**src/hdl/sha256_pkg.sv**
```systemverilog
// ----------------------------------------------------------------------------
// SHA-256 hasher package
// Word types, controller states, datapath commands and hash constants.
// ----------------------------------------------------------------------------
package sha256_pkg;

  typedef struct packed {
    logic [7:0] data_byte;
    logic       byte_present;
    logic       end_of_message;
  } sha256_in_t;

  typedef struct packed {
    logic [31:0] digest_word;
    logic [2:0]  word_index;
    logic        last_word;
  } sha256_out_t;

  typedef enum logic [2:0] {
    ST_IDLE,
    ST_ROUND,
    ST_FINAL,
    ST_PAD_ONE,
    ST_PAD_ZERO,
    ST_PAD_LEN,
    ST_EMIT
  } sha256_state_e;

  typedef enum logic [1:0] {
    BSEL_DATA,
    BSEL_PAD,
    BSEL_ZERO,
    BSEL_LEN
  } sha256_bsel_e;

  typedef struct packed {
    logic         shift_en;
    sha256_bsel_e byte_sel;
    logic         load_work;
    logic         round_en;
    logic [5:0]   round_idx;
    logic         final_add;
    logic         init_hash;
    logic [2:0]   word_idx;
  } sha256_cmd_t;

  localparam logic [7:0] PadByte   = 8'h80;
  localparam logic [5:0] LenStart  = 6'd55;
  localparam logic [5:0] LastSlot  = 6'd63;
  localparam logic [5:0] LastRound = 6'd63;
  localparam logic [2:0] LastWord  = 3'd7;

  // Element 0 is the first hash word.
  localparam logic [7:0][31:0] InitHash = {
    32'h5be0cd19, 32'h1f83d9ab, 32'h9b05688c, 32'h510e527f,
    32'ha54ff53a, 32'h3c6ef372, 32'hbb67ae85, 32'h6a09e667
  };

  function automatic logic [31:0] round_const(input logic [5:0] idx);
    logic [31:0] k;
    case (idx)
      6'd0:  k = 32'h428a2f98;  6'd1:  k = 32'h71374491;
      6'd2:  k = 32'hb5c0fbcf;  6'd3:  k = 32'he9b5dba5;
      6'd4:  k = 32'h3956c25b;  6'd5:  k = 32'h59f111f1;
      6'd6:  k = 32'h923f82a4;  6'd7:  k = 32'hab1c5ed5;
      6'd8:  k = 32'hd807aa98;  6'd9:  k = 32'h12835b01;
      6'd10: k = 32'h243185be;  6'd11: k = 32'h550c7dc3;
      6'd12: k = 32'h72be5d74;  6'd13: k = 32'h80deb1fe;
      6'd14: k = 32'h9bdc06a7;  6'd15: k = 32'hc19bf174;
      6'd16: k = 32'he49b69c1;  6'd17: k = 32'hefbe4786;
      6'd18: k = 32'h0fc19dc6;  6'd19: k = 32'h240ca1cc;
      6'd20: k = 32'h2de92c6f;  6'd21: k = 32'h4a7484aa;
      6'd22: k = 32'h5cb0a9dc;  6'd23: k = 32'h76f988da;
      6'd24: k = 32'h983e5152;  6'd25: k = 32'ha831c66d;
      6'd26: k = 32'hb00327c8;  6'd27: k = 32'hbf597fc7;
      6'd28: k = 32'hc6e00bf3;  6'd29: k = 32'hd5a79147;
      6'd30: k = 32'h06ca6351;  6'd31: k = 32'h14292967;
      6'd32: k = 32'h27b70a85;  6'd33: k = 32'h2e1b2138;
      6'd34: k = 32'h4d2c6dfc;  6'd35: k = 32'h53380d13;
      6'd36: k = 32'h650a7354;  6'd37: k = 32'h766a0abb;
      6'd38: k = 32'h81c2c92e;  6'd39: k = 32'h92722c85;
      6'd40: k = 32'ha2bfe8a1;  6'd41: k = 32'ha81a664b;
      6'd42: k = 32'hc24b8b70;  6'd43: k = 32'hc76c51a3;
      6'd44: k = 32'hd192e819;  6'd45: k = 32'hd6990624;
      6'd46: k = 32'hf40e3585;  6'd47: k = 32'h106aa070;
      6'd48: k = 32'h19a4c116;  6'd49: k = 32'h1e376c08;
      6'd50: k = 32'h2748774c;  6'd51: k = 32'h34b0bcb5;
      6'd52: k = 32'h391c0cb3;  6'd53: k = 32'h4ed8aa4a;
      6'd54: k = 32'h5b9cca4f;  6'd55: k = 32'h682e6ff3;
      6'd56: k = 32'h748f82ee;  6'd57: k = 32'h78a5636f;
      6'd58: k = 32'h84c87814;  6'd59: k = 32'h8cc70208;
      6'd60: k = 32'h90befffa;  6'd61: k = 32'ha4506ceb;
      6'd62: k = 32'hbef9a3f7;  6'd63: k = 32'hc67178f2;
      default: k = 32'h0;
    endcase
    return k;
  endfunction

endpackage

```
**src/hdl/sha256_ctrl.sv**
```systemverilog
// ----------------------------------------------------------------------------
// SHA-256 controller
// Sequences byte intake, padding, the 64 rounds and digest emission.
// ----------------------------------------------------------------------------
module sha256_ctrl (
  input  logic                     clk_i,
  input  logic                     rst_ni,
  input  logic                     in_valid_i,
  input  logic                     in_byte_present_i,
  input  logic                     in_end_i,
  output logic                     in_stall_o,
  output logic                     out_valid_o,
  input  logic                     out_stall_i,
  output sha256_pkg::sha256_cmd_t  cmd_o
);
  import sha256_pkg::*;

  sha256_state_e state_q, state_d;
  logic [5:0]    fill_q, fill_d;
  logic [5:0]    round_q, round_d;
  logic [2:0]    word_q, word_d;
  logic          pend_end_q, pend_end_d;
  logic          pad_q, pad_d;
  logic          last_q, last_d;
  logic          in_acc, out_acc, fill_full;

  assign in_acc    = in_valid_i && (state_q == ST_IDLE);
  assign out_acc   = (state_q == ST_EMIT) && !out_stall_i;
  assign fill_full = (fill_q == LastSlot);

  always_comb begin
    state_d = state_q;
    unique case (state_q)
      ST_IDLE: begin
        if (in_acc) begin
          if (in_byte_present_i && fill_full) state_d = ST_ROUND;
          else if (in_end_i)                  state_d = ST_PAD_ONE;
        end
      end
      ST_ROUND: begin
        if (round_q == LastRound) state_d = ST_FINAL;
      end
      ST_FINAL: begin
        if (last_q)          state_d = ST_EMIT;
        else if (pend_end_q) state_d = ST_PAD_ONE;
        else if (pad_q)      state_d = ST_PAD_ZERO;
        else                 state_d = ST_IDLE;
      end
      ST_PAD_ONE: begin
        if (fill_full)                state_d = ST_ROUND;
        else if (fill_q == LenStart)  state_d = ST_PAD_LEN;
        else                          state_d = ST_PAD_ZERO;
      end
      ST_PAD_ZERO: begin
        if (fill_full)               state_d = ST_ROUND;
        else if (fill_q == LenStart) state_d = ST_PAD_LEN;
      end
      ST_PAD_LEN: begin
        if (fill_full) state_d = ST_ROUND;
      end
      ST_EMIT: begin
        if (out_acc && (word_q == LastWord)) state_d = ST_IDLE;
      end
      default: state_d = ST_IDLE;
    endcase
  end

  always_comb begin
    cmd_o           = '0;
    cmd_o.byte_sel  = BSEL_DATA;
    cmd_o.round_idx = round_q;
    cmd_o.word_idx  = word_q;
    in_stall_o      = (state_q != ST_IDLE);
    out_valid_o     = (state_q == ST_EMIT);
    fill_d          = fill_q;
    round_d         = round_q;
    word_d          = word_q;
    pend_end_d      = pend_end_q;
    pad_d           = pad_q;
    last_d          = last_q;
    unique case (state_q)
      ST_IDLE: begin
        if (in_acc && in_byte_present_i) begin
          cmd_o.shift_en = 1'b1;
          fill_d         = fill_q + 6'd1;
          if (fill_full) begin
            cmd_o.load_work = 1'b1;
            pend_end_d      = in_end_i;
          end
        end
      end
      ST_ROUND: begin
        cmd_o.round_en = 1'b1;
        round_d        = round_q + 6'd1;
      end
      ST_FINAL: begin
        cmd_o.final_add = 1'b1;
        if (!last_q) pend_end_d = 1'b0;
      end
      ST_PAD_ONE: begin
        cmd_o.shift_en  = 1'b1;
        cmd_o.byte_sel  = BSEL_PAD;
        cmd_o.load_work = fill_full;
        fill_d          = fill_q + 6'd1;
        pad_d           = 1'b1;
      end
      ST_PAD_ZERO: begin
        cmd_o.shift_en  = 1'b1;
        cmd_o.byte_sel  = BSEL_ZERO;
        cmd_o.load_work = fill_full;
        fill_d          = fill_q + 6'd1;
      end
      ST_PAD_LEN: begin
        cmd_o.shift_en  = 1'b1;
        cmd_o.byte_sel  = BSEL_LEN;
        cmd_o.load_work = fill_full;
        fill_d          = fill_q + 6'd1;
        if (fill_full) last_d = 1'b1;
      end
      ST_EMIT: begin
        if (out_acc) begin
          word_d = word_q + 3'd1;
          if (word_q == LastWord) begin
            cmd_o.init_hash = 1'b1;
            pad_d           = 1'b0;
            last_d          = 1'b0;
          end
        end
      end
      default: ;
    endcase
  end

  always_ff @(posedge clk_i or negedge rst_ni) begin
    if (!rst_ni) begin
      state_q    <= ST_IDLE;
      fill_q     <= '0;
      round_q    <= '0;
      word_q     <= '0;
      pend_end_q <= 1'b0;
      pad_q      <= 1'b0;
      last_q     <= 1'b0;
    end else begin
      state_q    <= state_d;
      fill_q     <= fill_d;
      round_q    <= round_d;
      word_q     <= word_d;
      pend_end_q <= pend_end_d;
      pad_q      <= pad_d;
      last_q     <= last_d;
    end
  end

endmodule

```
**src/hdl/sha256_datapath.sv**
```systemverilog
// ----------------------------------------------------------------------------
// SHA-256 datapath
// Block window with message schedule, round logic, hash and length registers.
// ----------------------------------------------------------------------------
module sha256_datapath (
  input  logic                     clk_i,
  input  logic                     rst_ni,
  input  sha256_pkg::sha256_cmd_t  cmd_i,
  input  logic [7:0]               data_byte_i,
  output sha256_pkg::sha256_out_t  out_data_o
);
  import sha256_pkg::*;

  function automatic logic [31:0] ror(input logic [31:0] v, input int unsigned s);
    return (v >> s) | (v << (32 - s));
  endfunction

  // The window holds 64 bytes, first byte in the top bits; word 0 is the top.
  logic [511:0]      win_q, win_d;
  logic [63:0]       len_q, len_d;
  logic [7:0][31:0]  hash_q, hash_d;
  logic [7:0][31:0]  work_q, work_d;
  logic [7:0]        byte_in;
  logic [31:0]       w0, w1, w9, w14, w_new, sig0, sig1;
  logic [31:0]       big0, big1, ch, maj, t1, t2;

  always_comb begin
    unique case (cmd_i.byte_sel)
      BSEL_DATA: byte_in = data_byte_i;
      BSEL_PAD:  byte_in = PadByte;
      BSEL_ZERO: byte_in = 8'h00;
      BSEL_LEN:  byte_in = len_q[63:56];
      default:   byte_in = 8'h00;
    endcase
  end

  assign w0    = win_q[511:480];
  assign w1    = win_q[479:448];
  assign w9    = win_q[223:192];
  assign w14   = win_q[63:32];
  assign sig0  = ror(w1, 7) ^ ror(w1, 18) ^ (w1 >> 3);
  assign sig1  = ror(w14, 17) ^ ror(w14, 19) ^ (w14 >> 10);
  assign w_new = w0 + sig0 + w9 + sig1;

  assign big1 = ror(work_q[4], 6) ^ ror(work_q[4], 11) ^ ror(work_q[4], 25);
  assign ch   = (work_q[4] & work_q[5]) ^ (~work_q[4] & work_q[6]);
  assign t1   = work_q[7] + big1 + ch + round_const(cmd_i.round_idx) + w0;
  assign big0 = ror(work_q[0], 2) ^ ror(work_q[0], 13) ^ ror(work_q[0], 22);
  assign maj  = (work_q[0] & work_q[1]) ^ (work_q[0] & work_q[2]) ^
                (work_q[1] & work_q[2]);
  assign t2   = big0 + maj;

  always_comb begin
    win_d = win_q;
    if (cmd_i.shift_en)      win_d = {win_q[503:0], byte_in};
    else if (cmd_i.round_en) win_d = {win_q[479:0], w_new};

    len_d = len_q;
    if (cmd_i.init_hash) begin
      len_d = '0;
    end else if (cmd_i.shift_en && (cmd_i.byte_sel == BSEL_DATA)) begin
      len_d = len_q + 64'd8;
    end else if (cmd_i.shift_en && (cmd_i.byte_sel == BSEL_LEN)) begin
      len_d = {len_q[55:0], 8'h00};
    end

    work_d = work_q;
    if (cmd_i.load_work) begin
      work_d = hash_q;
    end else if (cmd_i.round_en) begin
      work_d[7] = work_q[6];
      work_d[6] = work_q[5];
      work_d[5] = work_q[4];
      work_d[4] = work_q[3] + t1;
      work_d[3] = work_q[2];
      work_d[2] = work_q[1];
      work_d[1] = work_q[0];
      work_d[0] = t1 + t2;
    end

    hash_d = hash_q;
    if (cmd_i.final_add) begin
      for (int i = 0; i < 8; i++) hash_d[i] = hash_q[i] + work_q[i];
    end else if (cmd_i.init_hash) begin
      hash_d = InitHash;
    end
  end

  always_ff @(posedge clk_i) begin
    win_q  <= win_d;
    work_q <= work_d;
  end

  always_ff @(posedge clk_i or negedge rst_ni) begin
    if (!rst_ni) begin
      len_q  <= '0;
      hash_q <= InitHash;
    end else begin
      len_q  <= len_d;
      hash_q <= hash_d;
    end
  end

  assign out_data_o.digest_word = hash_q[cmd_i.word_idx];
  assign out_data_o.word_index  = cmd_i.word_idx;
  assign out_data_o.last_word   = (cmd_i.word_idx == LastWord);

endmodule

```
**src/hdl/sha256_message_hasher.sv**
```systemverilog
// ----------------------------------------------------------------------------
// SHA-256 message hasher
// Hashes a byte stream per message and returns the eight digest words.
// ----------------------------------------------------------------------------
//
//   Channel  Direction  Handshake               Word
//   in       input      in_valid_i / in_stall_o   sha256_in_t (byte and flags)
//   out      output     out_valid_o / out_stall_i sha256_out_t (one digest word)
//
// A plain message byte is taken while the controller is idle. The byte that
// fills a 64-byte block starts the compression, which runs one round per
// cycle and then adds the working variables into the hash words. The end of
// a message adds the padding bytes, one or two more compressions, and the
// eight digest words of output.
// Reset loads the initial hash values and clears the bit count; the input
// stalls whenever the block is compressing, padding or returning a digest.
//
// The design splits into a controller, which owns the state machine, the
// fill count of the block window, the round counter and the digest word
// counter, and a datapath, which holds the 512-bit window that doubles as
// the message schedule, the working variables, the hash words and the
// 64-bit bit count. The window shifts in bytes during intake and shifts by
// one word per round during compression, so the schedule needs only fixed
// taps. Digest words are read straight from the hash registers, which hold
// still until the last word is taken; the input side stays stalled until then.
//
module sha256_message_hasher (
  input  logic                     clk_i,
  input  logic                     rst_ni,
  input  logic                     in_valid_i,
  output logic                     in_stall_o,
  input  sha256_pkg::sha256_in_t   in_data_i,
  output logic                     out_valid_o,
  input  logic                     out_stall_i,
  output sha256_pkg::sha256_out_t  out_data_o
);
  import sha256_pkg::*;

  sha256_cmd_t cmd;

  // The controller decides every step; the datapath only follows commands.
  sha256_ctrl u_ctrl (
    .clk_i             (clk_i),
    .rst_ni            (rst_ni),
    .in_valid_i        (in_valid_i),
    .in_byte_present_i (in_data_i.byte_present),
    .in_end_i          (in_data_i.end_of_message),
    .in_stall_o        (in_stall_o),
    .out_valid_o       (out_valid_o),
    .out_stall_i       (out_stall_i),
    .cmd_o             (cmd)
  );

  sha256_datapath u_datapath (
    .clk_i       (clk_i),
    .rst_ni      (rst_ni),
    .cmd_i       (cmd),
    .data_byte_i (in_data_i.data_byte),
    .out_data_o  (out_data_o)
  );

endmodule

```
**config.mk**
```make
export PLATFORM = sky130hd
export DESIGN_NAME = sha256_message_hasher
export DESIGN_NICKNAME = d
export VERILOG_FILES = /design/src/hdl/sha256_pkg.sv /design/src/hdl/sha256_ctrl.sv /design/src/hdl/sha256_datapath.sv /design/src/hdl/sha256_message_hasher.sv
export SDC_FILE = /design/constraint.sdc
export NUM_CORES = 2
export LEC_CHECK = 0
export CORE_MARGIN = 10
export CORE_UTILIZATION = 35
export DETAILED_ROUTE_END_ITERATION = 16
export DONT_BUFFER_PORTS = 1
export PLACE_DENSITY_LB_ADDON = 0.1
export RECOVER_POWER = 25
export SYNTH_ARGS = -nofsm -noshare
export SYNTH_HDL_FRONTEND = slang
export SYNTH_HIERARCHICAL = 1
export SYNTH_SLANG_ARGS = --single-unit
```
**constraint.sdc**
```tcl
create_clock -name clk_i -period 12.7 [get_ports clk_i]
set_input_delay 2.54 -clock clk_i [delete_from_list [all_inputs] [get_ports clk_i]]
set_output_delay 2.54 -clock clk_i [all_outputs]
set_load 0.05 [all_outputs]
```
=== After elaboration in Yosys (flattened, before gate mapping) ===
Memories as Yosys holds them, arrays and structs flattened.
Index checks and enable logic that the tools add are counted.

* Output and inout port bits: 38
* Register bits after elaboration: 1,109
* Memories: 1
* Bits in read-only memories: 2,048
* Logic and storage cells: 174

{| class="wikitable"
|+ Memory list
! name !! words !! bits a word !! rd ports !! clocked after memory_dff !! write ports !! line !! source
|-
| (name not given) || 64 || 32 || 1 || 0 || 0 || sha256_pkg.sv:61 || <nowiki>case (idx)</nowiki>
|}

* Add/subtract/negate cells: 22
* Bitwise gates (word level): 27
* Reduce and logical (&&, ||, !) cells: 26
* Mux-type cells: 48
* $lt $le $gt $ge: 1
* Eq/ne operators: 24

{| class="wikitable"
|+ Operators with widths
! kind !! count
|-
| $mux W256 || 4
|-
| $mux W512 || 2
|-
| $add A32 B32 Y32 || 18
|-
| $xor A32 B32 Y32 || 9
|-
| $mux W64 || 3
|-
| $and A32 B32 Y32 || 5
|-
| $bmux W32 S3 || 1
|-
| $add A64 B4 Y64 const B || 1
|-
| $mux W3 || 12
|-
| $mux W32 || 1
|-
| $not A32 Y32 || 1
|-
| $or A10 B32 Y32 || 1
|-
| $or A13 B32 Y32 || 1
|-
| $or A14 B32 Y32 || 1
|-
| $or A15 B32 Y32 || 1
|-
| $or A19 B32 Y32 || 1
|-
| $or A21 B32 Y32 || 1
|-
| $or A25 B32 Y32 || 1
|-
| $or A26 B32 Y32 || 1
|-
| $or A30 B32 Y32 || 1
|-
| $or A7 B32 Y32 || 1
|-
| $pmux W8 S4 || 1
|-
| $xor A32 B22 Y32 || 1
|-
| $xor A32 B29 Y32 || 1
|-
| 30 further kinds || 78
|}

=== Logic depth before layout (Yosys ltp) ===
* Word-level depth: 10
* Mapped depth: 36

=== Cells and area by module ===
Netlist, hierarchy kept.

{| class="wikitable"
|+ Modules (own cells, without submodules)
! module !! area each (µm²) !! instances !! cells an instance
|-
| sha256_datapath || 75,504.9 || 1 || 7,058
|-
| sha256_ctrl || 1,191.1 || 1 || 114
|}

=== Worst setup path after synthesis ===
OpenSTA, ideal clock, no wires.

* Kind: in2reg
* Start: input port in_valid_i
* End: register u_datapath.win_q[0], enable pin
* Library setup time: 667 ps
* Path buffers: 3
* Setup slack: 2,099 ps
* Data required time: 12,033 ps
* Arrival: 9,934 ps
* Cell stages on the path: 6
* Cell sequence: a31oi_1 o21ai_2 clkbuf_1 clkbuf_1 clkbuf_1 or2_2

{| class="wikitable"
|+ RTL lines
! what !! line !! source
|-
| from (decl) || sha256_message_hasher.sv:30 || <nowiki>input logic in_valid_i,</nowiki>
|-
| to (signal assigned) || sha256_datapath.sv:90 || <nowiki>win_q <= win_d;</nowiki>
|-
| to (decl) || sha256_datapath.sv:19 || <nowiki>logic [511:0] win_q, win_d;</nowiki>
|}

==> results.md <==
- Placed cell areas: 79600 um2
- Critical path class: flip-flop to flip-flop
- Die Ht: 488 um
- Ys flop type: edfxtp_1
- RR Endpoint: u_datapath/work_q[31]
- Fin util: 0.387
- DRT antenna net count: 0
- Fill cell count: 21168
- DR WL/cell: 25.6 um
- Final Instance Area: 84100 um2
- Setup crit start: u_ctrl/round_q[1]
- Clk sinks: 1106
- Synth top cells by count: 768 x edfxtp_1, 717 x mux2_2, 529 x nand2_1
- Io pins: 52
- Clock slew at reported path FFs: 0.06 ns
- Post-synth EDFFs: 768
- Achievable Freq: 0.102 GHz
- RR Startpoint: u_ctrl/round_q[1]
- CORE AREA: 218000 um2
- Initial antenna violation count: 24
- Vias in the first global route: 53078
- Setup Skew: 0.0271 ns
- CTS Buf Count: 141
- Fin. max-slew vios: 315
- Via count: 56022
- Initial Utilization: 0.352
- Leading area contributor after synthesis: edfxtp_1
- Rel. slew slack: -2.17
- Critical Path End: u_datapath/work_q[31]
- Pre-Repair DR Iteration Count: 5
- Via density: 5.60
- Largest net degree at the start of global routing: 339
- GR Overflow Total: 0
- First-pass GRT wire length: 375000 um
- Final wirelength: 256000 um
- Worst Tran Pin Value: 4.75 ns
- Distinct cell type count after synthesis: 115
- Synth area leaders: edfxtp_1 30%, mux2_2 11%, dfrtp_1 6.6%
- CTS Hold Bufs: 0
- Layout cells sized above 1: 0.176
- Root buf cell: clkbuf_16
- Full die area: 238000 um2
- FFs w/ async S/R, synth: 0.306
- Area added between synthesis and finish: 9.70%
- Cell Rows: 171
- Hold WC Path Type: flip-flop to flip-flop
- Yosys top cell area share: 0.301
- Worst Path Required: 13.26 ns
- Worst-Skew Late Latency: 0.82 ns
- Synth warn: 6
- Residual DRC count: 0
- CP Launch Type: flip-flop
- Postcts setup bufs: 0
- Most frequent cell on the critical path: a21o_1
- TNS Setup: 0 ns
- Crit-path slowest cell: ha_1
- Die X-Extent: 488 um
- # port buffers: 0
- GRT Util Overall: 0.209
- RSZ-0062 raised after global routing: false
- Top-count cell post-synth: edfxtp_1
- GPL Wtd Cong: 0.926
- Initial drt markers: 5357
- Hold Path Depth: 1
- Synth Register Bits: 1106
- Mapped Cells: 7172
- MaxCap Viol Count: 7
- Fin crit period: 9.80 ns
- Crit-path max cell delay: 0.77 ns
- Clock buffer depth: 3
- Worst R2R Path Depth: 32
- Post-DP HPWL: 187000 um
- Violated checks: capacitance limit, slew limit
- Reg2reg setup slack: 2.90 ns
- Synth Area per Inst: 10.7 um2
- Post-synthesis sequential area ratio: 0.413
- Net count after synthesis: 7776
- Cts repair resizes: 0
- Critical-path maximum fanout: 14
- Fin crit share: 0.771
- H-tree levels: 4
- Critical Path AT: 10.36 ns
- Post-Syn Area: 76700 um2
- Final nets: 7628
- # setup viols final: 0
- Final Hold Fails: 0
- CP endpoint kind: flip-flop
- TritonCTS clock tree: built
- Status: finished, violations left
## cell type report
cell class / count / area, um2 / area share
Multi-Input combinational cell: 5245 / 41900 / 0.498
Antenna cell: 4 / 10.0 / 0.000119
Clock inverter: 76 / 830 / 0.00986
Sequential cell: 1106 / 31700 / 0.377
Clock buffer: 185 / 3790 / 0.0451
Timing Repair Buffer: 71 / 609 / 0.00724
Tap cell: 2854 / 3570 / 0.0424
Inverter: 459 / 1730 / 0.0205
## layer usage
layer,up-vias,global-route usage,routed length (um)
met5,-,0,96
met4,16,0.0407,4160
met3,234,0.0427,18600
met2,1693,0.301,108000
met1,28236,0.320,125000
li1,25843,-,-
## stage by stage
step	worst slack (ns)	hold WS, ns	std cells
floorplan	2.10	0.453	7172
global placement	3.20	0.484	9735
detailed placement	3.06	0.487	9735
CTS	3.02	0.496	9996
global route	2.51	0.542	9999
finish	2.90	0.492	10000
## cells in the final DEF (no fill, tap or decap), types with 62 or more instances in the layout
master     instances
xor2_1           240
nand2_1          528
ha_1             395
nor2_1           388
mux4_2            69
fa_1             195
nand3_1          102
o21a_1            62
mux2_2           713
clkbuf_16        142
o21ai_0          496
inv_1            455
a21o_1           170
xnor2_1          333
edfxtp_1         768
dfrtp_1          195
a21oi_1          511
dfstp_2          135
nor3_1           132
## worst max-delay path, delay by kind of cell, from the launching register on
kind,cells,cell delay (ns)
AOI/OAI and AO/OA,16,3.63
adders and majority gates,5,2.38
and+or+nand+nor,6,1.90
buffers and inverters,2,0.58
xor gates and xnor gates,2,0.42
DFF,1,0.35
muxes,1,0.26
## state kept, by name, summed over array words and instances, names as in the netlist
register,flops
u_ctrl/state_q,3
u_datapath/hash_q,256
u_ctrl/round_q,6
u_ctrl/last_q,1
u_datapath/win_q,512
u_ctrl/fill_q,6
u_datapath/len_q,61
u_datapath/work_q,256
u_ctrl/word_q,3
u_ctrl/pad_q,1
u_ctrl/pend_end_q,1
## worst min-delay path by stage
stage / start / endpoint / slack, ns
finish: u_ctrl/fill_q[0] / u_ctrl/fill_q[0] / 0.49
global route: u_datapath/hash_q[167] / u_datapath/hash_q[167] / 0.54
CTS: u_ctrl/fill_q[0] / u_ctrl/fill_q[0] / 0.50
detailed placement: u_ctrl/fill_q[0] / u_ctrl/fill_q[0] / 0.49
global placement: u_ctrl/fill_q[0] / u_ctrl/fill_q[0] / 0.48
floorplan: u_ctrl/fill_q[5] / u_ctrl/fill_q[5] / 0.45
## cell families after synthesis
kind of cell	count (synthesis)	synth area share
compound gates	1751	0.143
simple gates	1504	0.0914
flops	1106	0.413
buf+inv	821	0.0407
mux	804	0.128
fa+ha+maj	611	0.118
xor+xnor	575	0.0660
Power is not shown: default switching activity piles up to over one toggle a cycle in this logic, so the estimate is an artifact.
